**config.mk**
```make
export PLATFORM = sky130hd
export DESIGN_NAME = dcf77_telegram_decoder_unit
export DESIGN_NICKNAME = d
export VERILOG_FILES = /design/src/dcf_pkg.sv /design/src/dcf_cfg_regs.sv /design/src/dcf_frame.sv /design/src/dcf_decode.sv /design/src/dcf77_telegram_decoder_unit.sv
export VERILOG_INCLUDE_DIRS = /design/src /design/src/src
export SDC_FILE = /design/constraint.sdc
export NUM_CORES = 1
export LEC_CHECK = 0
export ABC_AREA = 1
export BUFFER_PORTS_ARGS = -buffer_cell sky130_fd_sc_hd__buf_2
export CORE_MARGIN = 4
export CORE_UTILIZATION = 55
export CTS_CLUSTER_DIAMETER = 60
export CTS_CLUSTER_SIZE = 24
export DETAILED_ROUTE_END_ITERATION = 7
export GPL_TIMING_DRIVEN = 0
export HOLD_SLACK_MARGIN = 0.03
export PLACE_DENSITY = 0.77
export SLEW_MARGIN = 25
export SYNTH_ARGS = -nofsm -noshare
export SYNTH_HDL_FRONTEND = slang
export SYNTH_SLANG_ARGS = --single-unit
```
**constraint.sdc**
```tcl
create_clock -name clk -period 3.8 [get_ports clk]
set_input_delay 0.19 -clock clk [delete_from_list [all_inputs] [get_ports clk]]
set_output_delay 0.19 -clock clk [all_outputs]
set_load 0.005 [all_outputs]
```
**src/dcf77_telegram_decoder_unit_macros.svh**
```systemverilog
// assertion shorthands for the decoder top unit
`ifndef DCF77_TELEGRAM_DECODER_UNIT_MACROS_SVH
`define DCF77_TELEGRAM_DECODER_UNIT_MACROS_SVH

// condition that must hold at every clock edge out of reset
`define DCF_ASSERT_ALWAYS(name, cond, msg) \
    name: assert property (@(posedge clk) disable iff (!rst_n) (cond)) else $error(msg);

// same-cycle implication
`define DCF_ASSERT_IMPLY(name, ante, cons, msg) \
    name: assert property (@(posedge clk) disable iff (!rst_n) (ante) |-> (cons)) \
        else $error(msg);

`endif

```
**src/dcf_pkg.sv**
```systemverilog
package dcf_pkg;

    localparam int FRAME_LEN = 59;
    localparam int CFG_W     = 16;
    localparam int CFG_IDX_W = 3;

    typedef enum logic [CFG_IDX_W-1:0] {
        CFG_PULSE_MIN     = 3'd0,
        CFG_PULSE_MAX     = 3'd1,
        CFG_ONE_THRESHOLD = 3'd2,
        CFG_SECOND_LOW    = 3'd3,
        CFG_SECOND_HIGH   = 3'd4,
        CFG_MINUTE_LOW    = 3'd5,
        CFG_MINUTE_HIGH   = 3'd6
    } cfg_index_t;

    localparam logic [CFG_W-1:0] RST_PULSE_MIN     = 16'd50;
    localparam logic [CFG_W-1:0] RST_PULSE_MAX     = 16'd250;
    localparam logic [CFG_W-1:0] RST_ONE_THRESHOLD = 16'd150;
    localparam logic [CFG_W-1:0] RST_SECOND_LOW    = 16'd950;
    localparam logic [CFG_W-1:0] RST_SECOND_HIGH   = 16'd1050;
    localparam logic [CFG_W-1:0] RST_MINUTE_LOW    = 16'd1950;
    localparam logic [CFG_W-1:0] RST_MINUTE_HIGH   = 16'd2050;

    localparam logic [1:0] STATUS_TIME_VALID = 2'd0;
    localparam logic [1:0] STATUS_BAD_COUNT  = 2'd1;
    localparam logic [1:0] STATUS_BAD_FRAME  = 2'd2;

    typedef struct packed {
        logic [15:0] pulse_width;
        logic [15:0] period;
    } item_t;

    typedef struct packed {
        logic [1:0] status;
        logic [5:0] hours;
        logic [6:0] minutes;
        logic [5:0] day;
        logic [4:0] month;
        logic [7:0] year;
        logic [2:0] weekday;
    } result_t;

    typedef struct packed {
        logic [CFG_W-1:0] pulse_min;
        logic [CFG_W-1:0] pulse_max;
        logic [CFG_W-1:0] one_threshold;
        logic [CFG_W-1:0] second_low;
        logic [CFG_W-1:0] second_high;
        logic [CFG_W-1:0] minute_low;
        logic [CFG_W-1:0] minute_high;
    } cfg_t;

    typedef struct packed {
        logic ends;
        logic len_ok;
    } frame_evt_t;

endpackage

```
**src/dcf_cfg_regs.sv**
```systemverilog
module dcf_cfg_regs (
    input  logic                            clk,
    input  logic                            rst_n,
    input  logic                            cfg_we,
    input  logic [dcf_pkg::CFG_IDX_W-1:0]   cfg_index,
    input  logic [dcf_pkg::CFG_W-1:0]       cfg_data,
    output dcf_pkg::cfg_t                   cfg
);
    import dcf_pkg::*;

    cfg_t cfg_reg;
    cfg_t cfg_next;

    always_comb
    begin
        cfg_next = cfg_reg;
        if (cfg_we)
        begin
            case (cfg_index_t'(cfg_index))
                CFG_PULSE_MIN:     cfg_next.pulse_min     = cfg_data;
                CFG_PULSE_MAX:     cfg_next.pulse_max     = cfg_data;
                CFG_ONE_THRESHOLD: cfg_next.one_threshold = cfg_data;
                CFG_SECOND_LOW:    cfg_next.second_low    = cfg_data;
                CFG_SECOND_HIGH:   cfg_next.second_high   = cfg_data;
                CFG_MINUTE_LOW:    cfg_next.minute_low    = cfg_data;
                CFG_MINUTE_HIGH:   cfg_next.minute_high   = cfg_data;
                default:           cfg_next = cfg_reg;
            endcase
        end
    end

    always_ff @(posedge clk or negedge rst_n)
    begin
        if (!rst_n)
        begin
            cfg_reg.pulse_min     <= RST_PULSE_MIN;
            cfg_reg.pulse_max     <= RST_PULSE_MAX;
            cfg_reg.one_threshold <= RST_ONE_THRESHOLD;
            cfg_reg.second_low    <= RST_SECOND_LOW;
            cfg_reg.second_high   <= RST_SECOND_HIGH;
            cfg_reg.minute_low    <= RST_MINUTE_LOW;
            cfg_reg.minute_high   <= RST_MINUTE_HIGH;
        end
        else
        begin
            cfg_reg <= cfg_next;
        end
    end

    assign cfg = cfg_reg;

endmodule

```
**src/dcf_frame.sv**
```systemverilog
module dcf_frame #(
    parameter int FRAME_CAPACITY = 65
) (
    input  logic                            clk,
    input  logic                            rst_n,
    input  logic                            fire,
    input  dcf_pkg::item_t                  item,
    input  dcf_pkg::cfg_t                   cfg,
    output dcf_pkg::frame_evt_t             evt,
    output logic [dcf_pkg::FRAME_LEN-1:0]   frame_bits
);
    import dcf_pkg::*;

    localparam int CNT_W = $clog2(FRAME_CAPACITY + 1);

    logic [CNT_W-1:0]     bit_count_reg;
    logic [CNT_W-1:0]     bit_count_next;
    logic [FRAME_LEN-1:0] frame_bits_reg;
    logic [FRAME_LEN-1:0] frame_bits_next;
    logic [CNT_W-1:0]     count_inc;
    logic                 pulse_ok;
    logic                 in_second;
    logic                 in_minute;
    logic                 item_ok;
    logic                 one_bit;

    always_comb
    begin
        pulse_ok  = (cfg.pulse_min <= item.pulse_width) && (item.pulse_width <= cfg.pulse_max);
        in_second = (cfg.second_low <= item.period) && (item.period <= cfg.second_high);
        in_minute = (cfg.minute_low <= item.period) && (item.period <= cfg.minute_high);
        item_ok   = pulse_ok && (in_second || in_minute);
        one_bit   = item.pulse_width > cfg.one_threshold;
        count_inc = bit_count_reg + CNT_W'(1);
    end

    // new bit lands at the current count; positions past the frame length are dropped
    always_comb
    begin
        for (int i = 0; i < FRAME_LEN; i++)
        begin
            if (fire && item_ok && (bit_count_reg == CNT_W'(i)))
                frame_bits_next[i] = one_bit;
            else
                frame_bits_next[i] = frame_bits_reg[i];
        end
    end

    always_comb
    begin
        bit_count_next = bit_count_reg;
        if (fire)
        begin
            if (!item_ok || in_minute)
                bit_count_next = '0;
            else if (count_inc == CNT_W'(FRAME_CAPACITY))
                bit_count_next = '0;
            else
                bit_count_next = count_inc;
        end
    end

    always_ff @(posedge clk or negedge rst_n)
    begin
        if (!rst_n)
            bit_count_reg <= '0;
        else
            bit_count_reg <= bit_count_next;
    end

    always_ff @(posedge clk)
    begin
        frame_bits_reg <= frame_bits_next;
    end

    assign evt.ends   = fire && item_ok && in_minute;
    assign evt.len_ok = count_inc == CNT_W'(FRAME_LEN);
    assign frame_bits = frame_bits_next;

endmodule

```
**src/dcf_decode.sv**
```systemverilog
module dcf_decode (
    input  logic [dcf_pkg::FRAME_LEN-1:0]   frame_bits,
    input  logic                            len_ok,
    output dcf_pkg::result_t                result
);
    import dcf_pkg::*;

    logic       frame_bad;
    logic [6:0] hours_sum;
    logic [6:0] minutes_sum;
    logic [6:0] day_sum;
    logic [5:0] month_sum;
    logic [8:0] year_sum;
    logic [2:0] wd;

    // x * 10 as (x << 3) + (x << 1)
    always_comb
    begin
        frame_bad = frame_bits[0] || !frame_bits[20] || (^frame_bits[28:21])
                    || (^frame_bits[35:29]) || (^frame_bits[58:36]);
        hours_sum   = {2'b0, frame_bits[34:33], 3'b0} + {4'b0, frame_bits[34:33], 1'b0}
                      + {3'b0, frame_bits[32:29]};
        minutes_sum = {1'b0, frame_bits[27:25], 3'b0} + {3'b0, frame_bits[27:25], 1'b0}
                      + {3'b0, frame_bits[24:21]};
        day_sum     = {2'b0, frame_bits[41:40], 3'b0} + {4'b0, frame_bits[41:40], 1'b0}
                      + {3'b0, frame_bits[39:36]};
        month_sum   = {2'b0, frame_bits[49], 3'b0} + {4'b0, frame_bits[49], 1'b0}
                      + {2'b0, frame_bits[48:45]};
        year_sum    = {2'b0, frame_bits[57:54], 3'b0} + {4'b0, frame_bits[57:54], 1'b0}
                      + {5'b0, frame_bits[53:50]};
        wd          = frame_bits[44:42];

        result = '0;
        if (!len_ok)
        begin
            result.status = STATUS_BAD_COUNT;
        end
        else if (frame_bad)
        begin
            result.status = STATUS_BAD_FRAME;
        end
        else
        begin
            result.status  = STATUS_TIME_VALID;
            result.hours   = hours_sum[5:0];
            result.minutes = minutes_sum[6:0];
            result.day     = day_sum[5:0];
            result.month   = month_sum[4:0];
            result.year    = year_sum[7:0];
            // weekday 7 (sunday) folds to 0
            result.weekday = (wd == 3'd7) ? 3'd0 : wd;
        end
    end

endmodule

```
**src/dcf77_telegram_decoder_unit.sv**
```systemverilog
// channel   dir  handshake                payload
// item      in   item_valid / item_stall  item   (pulse_width, period)
// result    out  result_valid / result_stall  result (status and decoded time)
// cfg       in   cfg_we                   cfg_index, cfg_data
//
// one item per cycle unless the result stalls; a frame-ending item passes the
// input register, then frame update and decode into the result register
// reset clears the frame count and the valid flags and sets the cfg to defaults
// a stalled result holds the pipe; item_stall rises only while the input
// register is full and the result register is blocked
module dcf77_telegram_decoder_unit #(
    parameter int FRAME_CAPACITY = 65
) (
    input  logic                            clk,
    input  logic                            rst_n,
    input  logic                            item_valid,
    output logic                            item_stall,
    input  dcf_pkg::item_t                  item,
    output logic                            result_valid,
    input  logic                            result_stall,
    output dcf_pkg::result_t                result,
    input  logic                            cfg_we,
    input  logic [dcf_pkg::CFG_IDX_W-1:0]   cfg_index,
    input  logic [dcf_pkg::CFG_W-1:0]       cfg_data
);
    import dcf_pkg::*;

    `include "dcf77_telegram_decoder_unit_macros.svh"

    logic                 s1_valid_reg;
    logic                 s1_valid_next;
    item_t                s1_item_reg;
    logic                 result_valid_reg;
    logic                 result_valid_next;
    result_t              result_reg;
    result_t              decoded;
    cfg_t                 cfg;
    frame_evt_t           evt;
    logic [FRAME_LEN-1:0] frame_bits;
    logic                 advance;
    logic                 fire;
    logic                 take;

    dcf_cfg_regs u_cfg (
        .clk       (clk),
        .rst_n     (rst_n),
        .cfg_we    (cfg_we),
        .cfg_index (cfg_index),
        .cfg_data  (cfg_data),
        .cfg       (cfg)
    );

    dcf_frame #(
        .FRAME_CAPACITY (FRAME_CAPACITY)
    ) u_frame (
        .clk        (clk),
        .rst_n      (rst_n),
        .fire       (fire),
        .item       (s1_item_reg),
        .cfg        (cfg),
        .evt        (evt),
        .frame_bits (frame_bits)
    );

    dcf_decode u_decode (
        .frame_bits (frame_bits),
        .len_ok     (evt.len_ok),
        .result     (decoded)
    );

    always_comb
    begin
        advance    = !result_valid_reg || !result_stall;
        fire       = s1_valid_reg && advance;
        item_stall = s1_valid_reg && !advance;
        take       = item_valid && !item_stall;

        if (take)
            s1_valid_next = 1'b1;
        else if (fire)
            s1_valid_next = 1'b0;
        else
            s1_valid_next = s1_valid_reg;

        if (advance)
            result_valid_next = evt.ends;
        else
            result_valid_next = result_valid_reg;
    end

    always_ff @(posedge clk or negedge rst_n)
    begin
        if (!rst_n)
        begin
            s1_valid_reg     <= 1'b0;
            result_valid_reg <= 1'b0;
        end
        else
        begin
            s1_valid_reg     <= s1_valid_next;
            result_valid_reg <= result_valid_next;
        end
    end

    always_ff @(posedge clk)
    begin
        if (take)
            s1_item_reg <= item;
        if (evt.ends)
            result_reg <= decoded;
    end

    assign result_valid = result_valid_reg;
    assign result       = result_reg;

    `DCF_ASSERT_IMPLY(a_result_from_item, $rose(result_valid_reg), $past(s1_valid_reg), "result without item")
    `DCF_ASSERT_IMPLY(a_stall_only_when_blocked, item_stall, result_valid_reg && result_stall, "input stalled while output free")
    `DCF_ASSERT_IMPLY(a_failed_frame_zero, result_valid_reg && (result_reg.status != STATUS_TIME_VALID), (result_reg.hours == 6'd0) && (result_reg.minutes == 7'd0) && (result_reg.year == 8'd0), "failed frame carries data")
    `DCF_ASSERT_ALWAYS(a_status_known, !result_valid_reg || (result_reg.status != 2'd3), "undefined status code")

endmodule
```
# After elaboration in Yosys (flattened, before gate mapping)
# Cells that the tools add are included.
# op_classes
add_sub_neg	11
reduce_logical	77
n_lt_le_gt_ge	7
eq_ne	48
n_bitwise	1
mux	45
# op_table
op	n
$eq 7x6->1 const B	28
$le 16x16->1	6
$eq 7x5->1 const B	12
$logic_and 1x1->1	49
$mux 1	42
$reduce_xor 23->1	1
$gt 16x16->1	1
$mux 7	2
$reduce_and 2->1	7
$add 5x3->6	2
$add 6x4->6	2
$eq 3x3->1 const B	4
$add 7x5->8	1
$add 8x4->8	1
$reduce_xor 8->1	1
$add 6x4->7	1
$add 7x1->7 const B	1
$add 7x4->7	1
$eq 7x7->1 const B	1
$logic_not 7->1	1
$logic_or 1x1->1	7
$reduce_xor 7->1	1
$eq 3x2->1 const B	2
$logic_not 1->1	6
9 further kinds	9
# word_totals
reg_bits	230
output_inout_bits	39
input_bits	56

# Logic depth before layout (Yosys ltp)
# Gate-level depths: netlist (run 1).
# logic_depth
word_depth	13
depth_mapped	35
depth_no_buf	34

# Hierarchy
# Synthesis (run 1) repeated with hierarchy kept, for this count alone.
# unflattened
cells_unflattened	1798
area_unflattened_um2	14442.6
# modules_own_cells
module	cells_per_inst	seq_area_each_um2	area_per_inst_um2	n_inst
dcf_frame	950	1356.3	6303.5	1
dcf_cfg_regs	494	2845.2	4409.2	1
dcf77_telegram_decoder_unit	80	2122.0	2168.3	1
dcf_decode	274	0.0	1561.5	1

# Least setup slack after synthesis (run 1)
# No wires, ideal clock.
# synth_path
path_kind	register -> register
startpoint	register u_cfg.cfg_reg, in the netlist u_cfg.cfg[87]
endpoint	register result_reg, in the netlist result[11] (data pin)
setup_time_ns	0.254
arrival_ns	3.664
required_ns	3.546
period_less_slack_ns	3.917
stages_incl_launch_ff	29
setup_slack_ns	-0.117
path_cell_list	dfstp_2 inv_1 ha_1 nand2_1 nor2_2 o21ai_0 nand3_1 nand2_1 a21oi_2 nor2_8 nand2_4 buf_2 nor3_1 or2_2 o21ai_0 inv_1 ha_1 nand3b_1 nand2_1 nand2_1 nand2_1 nand3_1 nand2_1 nand2_1 nand3_1 nand2_1 nand3_2 buf_6 nor2_1
# synth_between
elab_cells_between_ends	94
classes_between	add/sub: 1; order compare: 1; mux: 40; reduce/logical: 52
# synth_lines
item	line_no	rtl
from (decl)	dcf_cfg_regs.sv:11	cfg_t cfg_reg;
from (signal assigned)	dcf_cfg_regs.sv:46	cfg_reg <= cfg_next;
$le 16x16->1	dcf_frame.sv:29	pulse_ok = (cfg.pulse_min <= item.pulse_width) && (item.pulse_width <= cfg.pulse_max);
$logic_and 1x1->1	dcf_frame.sv:29	
$logic_and 1x1->1	dcf_frame.sv:32	item_ok = pulse_ok && (in_second || in_minute);
$logic_and 1x1->1 (2 in a row)	dcf_frame.sv:42	if (fire && item_ok && (bit_count_reg == CNT_W'(i)))
$mux 1	dcf_frame.sv:42	
net frame_bits[42]	dcf77_telegram_decoder_unit.sv:39	logic [FRAME_LEN-1:0] frame_bits;
$reduce_xor 23->1	dcf_decode.sv:20	|| (^frame_bits[35:29]) || (^frame_bits[58:36]);
$logic_or 1x1->1	dcf_decode.sv:20	
$reduce_or 2->1 (no line)	n/a	
to (signal assigned)	dcf77_telegram_decoder_unit.sv:110	result_reg <= decoded;
to (decl)	dcf77_telegram_decoder_unit.sv:35	result_t result_reg;
# The timed path passes the listed nets, and every way through them passes these cells.
# A chain may end at the register's enable or synchronous reset.

# Worst setup path in the final report (run 1)
# layout_path
startpoint	register s1_item_reg[11] (netlist name)
endpoint	register result_reg, in the netlist result[4] (data pin)
# layout_between
elab_cells_between_ends	100
classes_between	add/sub: 2; order compare: 4; mux: 40; reduce/logical: 54
# layout_lines
item	line_no	rtl
from (decl)	dcf77_telegram_decoder_unit.sv:32	item_t s1_item_reg;
from (signal assigned)	dcf77_telegram_decoder_unit.sv:108	s1_item_reg <= item;
$le 16x16->1 (on tied branches)	dcf_frame.sv:30, dcf_frame.sv:31	
$logic_and 1x1->1 (on tied branches)	dcf_frame.sv:30, dcf_frame.sv:31	
$logic_or 1x1->1 *	dcf_frame.sv:32	
$logic_and 1x1->1 *	dcf_frame.sv:32	
$logic_and 1x1->1 * (2 in a row)	dcf_frame.sv:42	
$mux 1 *	dcf_frame.sv:42	
net frame_bits[42]	dcf77_telegram_decoder_unit.sv:39	
$reduce_xor 23->1 *	dcf_decode.sv:20	
$logic_or 1x1->1 *	dcf_decode.sv:20	
$reduce_or 2->1 (no line) *	n/a	
# Mark *: on every way through the listed nets, which the timed path passes. The rest lies on a longest branch.

==> results.sh, run 1 <==
export IMPL_status="complete, but fails checks"
export IMPL_violations="negative setup slack"
export IMPL_reg2reg_slack_ns=-0.40
export IMPL_final_area_mm2=0.01655
export IMPL_grt_use_total=0.2518
export IMPL_whs_endpoint="u_cfg.cfg[9]"
export IMPL_period_share=1.105
export IMPL_antenna_cells=0
export IMPL_yosysSeqAreaShare=0.4450
export IMPL_yosys_top_cells_area="dfrtp_1 (16%), edfxtp_1 (16%), ha_1 (13%), nand2_1 (13%), dfstp_2 (6.7%)"
export IMPL_cts_htree_levels=1
export IMPL_synth_area_leader_cell="dfrtp_1"
export IMPL_slew_limit_headroom=0.3734
export IMPL_finalHoldViolCount=0
export IMPL_die_y_um=163.8
export IMPL_drv_slew=0
export IMPL_grt_pass1_wl_um=54620
export IMPL_tightestPinTransition_ns=0.9321
export IMPL_max_stage_delay_ns=0.45
export IMPL_cp_common_cell="nand2_4"
export IMPL_cts_buffer_depth=3
export IMPL_reg2regPathDepth=30
export IMPL_largest_reg_flops=112
export IMPL_p_per_area_mw_per_mm2=420.1
export IMPL_setup_slack_ns=-0.3971
export IMPL_antenna_left=0
export IMPL_ys_seq_elements=230
export IMPL_ios=95
export IMPL_synth_cell_types=46
export IMPL_worstHoldStart="cfg_data[9]"
export IMPL_fmaxAchievable_mhz=238.3
export IMPL_clk_latency_ns=0.53
export IMPL_area_growth_syn_to_layout_pct=23.94
export IMPL_core_mm2=0.02368
export IMPL_crit_required_ns=4.16
export IMPL_min_period_ns=4.197
export IMPL_cts_buffers=20
export IMPL_place_area_mm2=0.01432
export IMPL_tritoncts="done"
export IMPL_gp_congestion=0.9154
export IMPL_critPathSlowestCell="edfxtp_1"
export IMPL_final_layout_size_suffix_gt1_frac=0.2183
export IMPL_setup_worst_path_start_class="flop"
export IMPL_antenna_found_initial=0
export IMPL_cts_sinks=230
export IMPL_fillers=1770
export IMPL_synth_ff_type="dfrtp_1"
export IMPL_synth_top_cell_area_share=0.1630
export IMPL_hp_class="in2reg"
export IMPL_r2r_end="result[4]"
export IMPL_yosysWarnings=0
export IMPL_rows=56
export IMPL_finalSetupViolations=36
export IMPL_synth_cell_area_mm2=0.01336
export IMPL_vias=11510
export IMPL_grt_overflow=0
export IMPL_cp_end_kind="flop"
export IMPL_drt_iter0_markers=727
export IMPL_min_path_cells=3
export IMPL_fin_nets=2001
export IMPL_peakVddDrop_v=0.0003212
export IMPL_post_route_util=0.6989
export IMPL_critical_path_class="reg2reg"
export IMPL_worst_clock_skew_ns=0.02273
export IMPL_clkSlewWorstSetupHoldPaths_ns=0.09
export IMPL_die_area_mm2=0.02684
export IMPL_drt_pass1_iterations=5
export IMPL_synth_nets=1802
export IMPL_dp_hpwl_um=23650
export IMPL_worstPathArrival_ns=4.56
export IMPL_drcViolationCount=0
export IMPL_maxCapViolCount=0
export IMPL_drt_total_wl_um=34240
export IMPL_via_per_inst=5.398
export IMPL_root_buffer="clkbuf_16"
export IMPL_die_width_um=163.8
export IMPL_synthCells=1601
export IMPL_crit_fanout=3
export IMPL_rsz0062_at_grt="true"
export IMPL_ys_async_sr_fraction=0.5261
export IMPL_numPortBuffers=94
export IMPL_grt_max_degree=95
export IMPL_wl_per_cell_um=16.05
export IMPL_reg2reg_from="s1_item_reg[11]"
export IMPL_synth_edf_count=69
export IMPL_total_leakage_power_nw=7.873
export IMPL_start_util=0.5639
export IMPL_first_global_vias=11230
export IMPL_syn_area_per_cell_um2=8.342
[layer usage]
metal / part of all wire / vias to the layer above / global-route usage / routed length, µm
met1: 0.44 / 5440 / 0.3538 / 15220
met4: 0.024 / 0 / 0.07205 / 832
li1: - / 5591 / - / -
met3: 0.074 / 76 / 0.04492 / 2539
met5: 0 / - / 0 / 0
met2: 0.46 / 406 / 0.4034 / 15640
[power by group]
group | switching, W | internal (W) | total (W)
Sequential | 0.000175 | 0.00287 | 0.00304
Clock | 0.00105 | 0.00107 | 0.00212
Combinational | 0.00106 | 0.000729 | 0.00179
Total | 0.00228 | 0.00467 | 0.00695
[per-stage QoR]
stage / hold slack (ns) / cells / total power, W / worst slack (ns) / TNS, ns
after floorplan: -0.1056 / 1601 / 0.004028 / 0.01264 / 0
after global placement: 0.3659 / 2014 / 0.004374 / -1.024 / -62.09
after detailed placement: 0.05597 / 2016 / 0.004462 / -0.8462 / -28.09
after CTS: 0.03938 / 2120 / 0.006808 / -0.2277 / -6.853
after global routing: 0.04739 / 2133 / 0.007352 / -0.5704 / -18.70
final: 0.03797 / 2133 / 0.006954 / -0.3971 / -12.54
[kinds of logic after synthesis]
logic type	count (synthesis)	share of synthesized area
xor+xnor	23	0.01508
buf+inv	284	0.08525
simple gates	687	0.2191
mux	1	0.0007495
compound gates	231	0.09556
flops	230	0.4450
fa+ha+maj	145	0.1392
[worst max path at each step]
stage	startpoint	endpoint	slack, ns
2_1_floorplan	u_cfg.cfg[87]	result[11]	0.01
3_3_place_gp	u_cfg.cfg[42]	result[36]	-1.02
3_5_place_dp	u_cfg.cfg[42]	result[30]	-0.85
4_1_cts	u_cfg.cfg[11]	result[27]	-0.23
5_1_grt	s1_item_reg[11]	result[4]	-0.57
6_report	s1_item_reg[11]	result[4]	-0.40
[layout make-up]
class                           count  area (µm²)  share of cell area
Inverter                          243       918.4             0.05548
Multi-Input combinational cell   1089        7049              0.4259
Tap cell                          319       399.1             0.02411
Timing Repair Buffer              175        1280             0.07733
Clock inverter                     13       143.9            0.008693
Clock buffer                       23       533.0             0.03220
Buffer                             41       285.3             0.01723
Sequential cell                   230        5943              0.3591
[synthesized netlist by cell type, types with 3 or more instances]
cell and number:
nand2_2 5, nor2_1 85, buf_2 8, dfstp_2 34, nor3_1 13, nand3_1 59, xor2_1 12, buf_6 7
xnor2_1 11, fa_1 6, o21ai_4 3, o21ai_1 6, nand4_1 35, clkbuf_1 24, a31oi_1 6, nand2_4 3
clkinv_1 3, inv_1 237, o22ai_1 5, dfxtp_1 40, dfrtp_1 87, a21oi_1 53, nand2_1 448, a21o_1 7
o21ai_0 137, o21bai_1 6, nor2_2 30, ha_1 139, edfxtp_1 69
[critical path: cells and delay by family, from the launching register on]
kind	cells	cell delay [ns]
and+or+nand+nor	17	1.56
adders and majority gates	2	0.47
AOI/OAI and AO/OA	4	0.69
DFF	1	0.45
buffers and inverters	7	0.86
[timing repair]
item	4_1_cts	5_1_grt
cloned	5	0
resized for setup	109	73
pin swaps	43	30
hold buffers	35	0
buffers inserted	28	14
endpoints found under the hold margin	121	0
endpoints found under the setup margin	36	36
[placed cells by master (no fill, tap or decap), drive strengths merged]
cell         instances
o21bai               6
clkbuf              47
dlygate4sd3         35
a31oi                6
nor3                15
clkinv              11
buf                157
fa                   6
o31ai                1
o21a                 2
dfstp               34
nor2               118
dfxtp               40
a21oi               55
nand2              457
a21o                 7
ha                 139
dfrtp               87
nand3b               1
a31o                 1
nand4               35
xor2                12
nor4                 2
o21ai              148
o22ai                5
edfxtp              69
mux2i                1
inv                245
or2                  1
nand3               60
xnor2               11
Note: power is estimated with default switching activity, not from simulation.
==> inputs of run 2 (changes only) <==
--- a/config.mk
+++ b/config.mk
@@ -8,6 +8,7 @@
 export LEC_CHECK = 0
 export ABC_AREA = 1
 export BUFFER_PORTS_ARGS = -buffer_cell sky130_fd_sc_hd__buf_2
+export CORE_ASPECT_RATIO = 0.7
 export CORE_MARGIN = 4
 export CORE_UTILIZATION = 55
 export CTS_CLUSTER_DIAMETER = 60
==> run 2 against run 1 <==
  * The flow still finishes with violations (negative setup slack)
  * Maximum frequency shrank 0.26%
  * Non-clock buffer count grew 1
  * Power shrank 3.2%
  * Clock power shrank 9%
  * Die area grew 0.15%
  * Critical path depth is the same
  * Clock skew grew 0.0061 ns
  * Via count shrank 0.18%
  * Highest routed layer unchanged
==> results.sh, run 2 (same netlist as run 1, synthesis figures left out) <==
export IMPL_die_width_um=194.3
export IMPL_gr_usage_met2=0.3854
export IMPL_seq_power_share=0.452
export IMPL_dp_hpwl_um=25400
export IMPL_start_util=0.5621
export IMPL_clkSlewWorstSetupHoldPaths_ns=0.10
export IMPL_setup_slack_ns=-0.4079
export IMPL_drt_pass1_iterations=5
export IMPL_gp_congestion=0.9271
export IMPL_tightestPinTransition_ns=0.8323
export IMPL_cts_sinks=230
export IMPL_ios=95
export IMPL_final_cell_mix="nand2_1 (422), inv_1 (226), o21ai_0 (130), ha_1 (125), buf_2 (97)"
export IMPL_first_global_vias=11010
export IMPL_finalSetupViolations=36
export IMPL_combPwrFrac=0.261
export IMPL_tritoncts="done"
export IMPL_p_switching_w=0.002280
export IMPL_min_path_cells=3
export IMPL_drcViolationCount=0
export IMPL_power_internal_w=0.004451
export IMPL_startpoint="s1_item_reg[15]"
export IMPL_max_stage_delay_ns=0.48
export IMPL_rsz0062_at_grt="true"
export IMPL_fin_nets=1997
export IMPL_via_per_inst=5.408
export IMPL_worstHoldStart="cfg_data[7]"
export IMPL_die_area_mm2=0.02688
export IMPL_area_growth_syn_to_layout_pct=21.87
export IMPL_reg2reg_slack_ns=-0.41
export IMPL_numPortBuffers=94
export IMPL_fillers=1866
export IMPL_gr_usage_met1=0.4095
export IMPL_worst_clock_skew_ns=0.02885
export IMPL_grt_overflow=0
export IMPL_cp_end_kind="flop"
export IMPL_critPathSlowestCell="edfxtp_1"
export IMPL_final_common_cell="nand2_1"
export IMPL_clk_latency_ns=0.52
export IMPL_reg2reg_from="s1_item_reg[15]"
export IMPL_grt_pass1_wl_um=57330
export IMPL_vias=11490
export IMPL_largest_reg_flops=112
export IMPL_drv_slew=0
export IMPL_antenna_left=0
export IMPL_cts_buffer_depth=3
export IMPL_cts_buffers=17
export IMPL_instances_no_fill=2125
export IMPL_antenna_found_initial=0
export IMPL_setup_worst_path_start_class="flop"
export IMPL_clockPowerShare=0.286
export IMPL_r2r_end="result[26]"
export IMPL_wl_per_cell_um=16.88
export IMPL_total_leakage_power_nw=7.799
export IMPL_met3_usage=0.03915
export IMPL_crit_fanout=6
export IMPL_rows=47
export IMPL_drt_iter0_markers=1001
export IMPL_crit_required_ns=4.16
export IMPL_core_mm2=0.02376
export IMPL_peakVddDrop_v=0.0003570
export IMPL_antenna_cells=0
export IMPL_reg2regPathDepth=30
export IMPL_cts_htree_levels=1
export IMPL_die_y_um=138.4
export IMPL_final_layout_size_suffix_gt1_frac=0.2031
export IMPL_whs_endpoint="u_cfg.cfg[87]"
export IMPL_min_period_ns=4.208
export IMPL_drt_total_wl_um=35880
export IMPL_gr_max_usage_layer="met1"
export IMPL_slew_limit_headroom=0.4443
export IMPL_grt_use_total=0.2588
export IMPL_place_area_mm2=0.01430
export IMPL_maxCapViolCount=0
export IMPL_critical_path_class="reg2reg"
export IMPL_status="complete, but fails checks"
export IMPL_grt_max_degree=91
export IMPL_worstPathArrival_ns=4.57
export IMPL_fmaxAchievable_mhz=237.7
export IMPL_final_area_mm2=0.01628
export IMPL_period_share=1.107
export IMPL_root_buffer="clkbuf_16"
export IMPL_switching_share=0.3387
export IMPL_dpl_cell_count=2015
export IMPL_violations="negative setup slack"
export IMPL_p_per_area_mw_per_mm2=413.5
export IMPL_finalHoldViolCount=0
export IMPL_hp_class="in2reg"
run 2: metal layers:
metal | vias to the layer above | part of all wire | wire length, µm
li1 | 5568 | - | -
met1 | 5485 | 0.49 | 17570
met2 | 399 | 0.42 | 15110
met3 | 40 | 0.075 | 2674
met4 | 0 | 0.015 | 526
met5 | - | 0 | 0
run 2: power groups by stage:
stage	Clock [W]	Sequential (W)	Combinational, W
floorplan	0	0.00303	0.000996
global placement	0	0.00307	0.00133
detailed placement	0	0.00308	0.00142
CTS	0.00195	0.00303	0.00155
global route	0.00204	0.00308	0.00198
finish	0.00193	0.00304	0.00176
run 2: what timing repair did:
action                                 in CTS  in global routing
pin swaps                                  18                 33
hold buffers                               37                  0
setup buffers                              19                 21
setup endpoints to repair                  36                 36
cloned                                      3                  0
endpoints found under the hold margin     123                  0
gates resized for setup                    74                 74
run 2: area by class of cell:
cell class,count,area [µm²],area share
plain buffers,41,282.8,0.01737
clock buffers,18,429.2,0.02637
clock inverters,12,142.6,0.008764
inverters,243,917.1,0.05635
multi-input cells,1087,6862,0.4216
flip-flops and latches,230,5943,0.3652
well taps,318,397.9,0.02445
repair buffers,176,1301,0.07995
run 2: metrics by stage:
stage                     hold WS (ns)  setup TNS [ns]  setup slack [ns]  utilization  total power (W)
final                          0.03639          -12.61           -0.4079       0.6851         0.006730
after floorplan                -0.1056               0           0.01264            -         0.004028
after detailed placement       0.07025          -28.66           -0.8756       0.6020         0.004499
after CTS                      0.03101          -12.48           -0.3977       0.6632         0.006534
after global placement          0.3668          -58.60           -0.9212       0.5993         0.004403
after global routing           0.05789          -21.18           -0.6403       0.6851         0.007095
run 2: critical path: cells and delay by family (launching register included):
kind / cells / cell delay (ns)
multiplexers: 1 / 0.27
buffers and inverters: 7 / 0.72
flip-flops: 1 / 0.48
AND/OR/NAND/NOR: 18 / 1.70
adder cells (fa/ha/maj): 2 / 0.56
AO/OA/AOI/OAI: 2 / 0.33
run 2: worst max-delay path by stage:
stage	slack, ns	endpoint
finish	-0.41	result[26]
global route	-0.64	result[26]
CTS	-0.40	result[26]
detailed placement	-0.88	result[34]
global placement	-0.92	result[12]
floorplan	0.01	result[11]
==> inputs of run 3 (changes only) <==
--- a/config.mk
+++ b/config.mk
@@ -17,6 +17,7 @@
 export GPL_TIMING_DRIVEN = 0
 export HOLD_SLACK_MARGIN = 0.03
 export PLACE_DENSITY = 0.77
+export SETUP_SLACK_MARGIN = 0.4
 export SLEW_MARGIN = 25
 export SYNTH_ARGS = -nofsm -noshare
 export SYNTH_HDL_FRONTEND = slang
==> run 3 against run 2 <==
  * The run still ends with negative setup slack left
  * Power shrank 4.2%
  * Sequential power about the same
  * Critical path depth down 1
  * Sequential cell count is the same
  * Non-clock buffer count is 5 lower
  * Die area stayed put
  * Clock skew grew 0.0026 ns
  * Critical path type unchanged
  * Critical endpoint is now result[12]
==> results.sh, run 3 (same netlist as run 1, synthesis figures left out) <==
export IMPL_status="complete, but fails checks"
export IMPL_violations="negative setup slack"
export IMPL_cp_common_cell="nand2_2"
export IMPL_maxCapViolCount=0
export IMPL_clk_latency_ns=0.51
export IMPL_finalSetupViolations=36
export IMPL_area_growth_syn_to_layout_pct=20.87
export IMPL_seq_power_share=0.471
export IMPL_switching_share=0.3283
export IMPL_post_place_ws_ns=-0.8039
export IMPL_cts_buffers=15
export IMPL_antenna_left=0
export IMPL_first_global_vias=10920
export IMPL_hold_slack_ns=0.04783
export IMPL_power_internal_w=0.004332
export IMPL_die_y_um=138.4
export IMPL_vias=11350
export IMPL_rsz0062_at_grt="true"
export IMPL_period_share=1.108
export IMPL_cts_htree_levels=1
export IMPL_fin_nets=1990
export IMPL_die_width_um=194.3
export IMPL_reg2reg_slack_ns=-0.41
export IMPL_clkSlewWorstSetupHoldPaths_ns=0.10
export IMPL_worstPathArrival_ns=4.56
export IMPL_setup_slack_ns=-0.4104
export IMPL_post_route_util=0.6795
export IMPL_drt_iter0_markers=908
export IMPL_min_period_ns=4.210
export IMPL_p_switching_w=0.002117
export IMPL_tritoncts="done"
export IMPL_clockPowerShare=0.263
export IMPL_setup_worst_path_start_class="flop"
export IMPL_core_mm2=0.02376
export IMPL_cts_buffer_depth=3
export IMPL_critical_path_class="reg2reg"
export IMPL_grt_use_total=0.2540
export IMPL_grt_max_degree=81
export IMPL_fillers=1923
export IMPL_critPathSlowestCell="edfxtp_1"
export IMPL_antenna_found_initial=0
export IMPL_fin_total_pwr_w=0.006449
export IMPL_max_stage_delay_ns=0.50
export IMPL_drcViolationCount=0
export IMPL_tightestPinTransition_ns=0.6938
export IMPL_drv_slew=0
export IMPL_gp_congestion=0.9697
export IMPL_slew_limit_headroom=0.5375
export IMPL_hp_class="in2reg"
export IMPL_wl_per_cell_um=16.47
export IMPL_largest_reg_flops=112
export IMPL_root_buffer="clkbuf_16"
export IMPL_cts_sinks=230
export IMPL_crit_required_ns=4.15
export IMPL_worst_clock_skew_ns=0.03148
export IMPL_p_per_area_mw_per_mm2=399.5
export IMPL_final_layout_size_suffix_gt1_frac=0.1913
export IMPL_antenna_cells=0
export IMPL_final_cell_mix="nand2_1 (430), inv_1 (225), o21ai_0 (129), ha_1 (127), buf_2 (96)"
export IMPL_combPwrFrac=0.266
export IMPL_via_per_inst=5.363
export IMPL_ios=95
export IMPL_total_leakage_power_nw=7.715
export IMPL_fmaxAchievable_mhz=237.5
export IMPL_drt_total_wl_um=34860
export IMPL_die_area_mm2=0.02688
export IMPL_peakVddDrop_v=0.0003320
export IMPL_dp_hpwl_um=25530
export IMPL_cp_end_kind="flop"
export IMPL_final_common_cell="nand2_1"
export IMPL_numPortBuffers=94
export IMPL_grt_overflow=0
export IMPL_crit_fanout=5
export IMPL_rows=47
export IMPL_start_util=0.5621
export IMPL_drt_pass1_iterations=5
export IMPL_fin_setup_tns_ns=-13.43
export IMPL_grt_pass1_wl_um=56070
export IMPL_finalHoldViolCount=0
run 3: changes by cell type in the layout (fill, tap and decap cells not counted), sizes merged:
cell / delta
inv: -5
dlygate4sd3: -1
buf: -3
run 3: through the flow:
step | cell area, µm² | std cells
finish | 16140 | 2116
global route | 16140 | 2116
CTS | 15930 | 2110
detailed placement | 14420 | 2016
global placement | 14330 | 2013
floorplan | 13460 | 1601
run 3: critical path: cells and delay by family, from the launching register on:
| kind | cells | cell delay (ns) |
|---|---|---|
| flops | 1 | 0.50 |
| buf+inv | 7 | 0.73 |
| fa+ha+maj | 2 | 0.54 |
| simple gates | 19 | 2.05 |
| mux | 1 | 0.24 |
run 3: final timing paths:
check                                            from                          to  cells after the start
max                                   s1_item_reg[26]                  result[12]                     29
min                                      cfg_data[10]               u_cfg.cfg[90]                      3
max reg2reg                           s1_item_reg[26]                  result[12]                     29
min reg2reg                u_frame.frame_bits_reg[20]  u_frame.frame_bits_reg[20]                      2
max in group asynchronous                       rst_n               u_cfg.cfg[52]                      3
min in group asynchronous                       rst_n              u_cfg.cfg[109]                      2
run 3: final cells by class:
type	count	area, µm²	area share
Inverter	243	924.6	0.05728
Timing Repair Buffer	171	1296	0.08030
Clock inverter	7	53.80	0.003333
Tap cell	318	397.9	0.02465
Buffer	41	285.3	0.01767
Sequential cell	230	5943	0.3682
Multi-Input combinational cell	1087	6832	0.4232
Clock buffer	19	410.4	0.02542
run 3: routing by layer:
| layer | part of all wire | up-vias | global-route usage |
|---|---|---|---|
| li1 | - | 5553 | - |
| met1 | 0.49 | 5361 | 0.4045 |
| met2 | 0.41 | 393 | 0.3718 |
| met3 | 0.083 | 41 | 0.04207 |
| met4 | 0.015 | 0 | 0.03957 |
| met5 | 0 | - | 0 |
run 3: power groups by stage:
stage	sequential [W]	combinational, W	clock [W]
2_1_floorplan	0.00303	0.00102	0
3_3_place_gp	0.00307	0.00136	0
3_5_place_dp	0.00308	0.00145	0
4_1_cts	0.00303	0.00165	0.00173
5_1_grt	0.00307	0.00194	0.00181
6_report	0.00304	0.00172	0.00170
run 3: what timing repair did:
item                                    in CTS  in global routing
pin swaps                                   27                 23
cloned                                       3                  0
gates resized for setup                     88                 37
hold endpoints to repair                   121                  0
setup buffers                               29                  6
hold buffers                                36                  0
endpoints found under the setup margin      36                 36
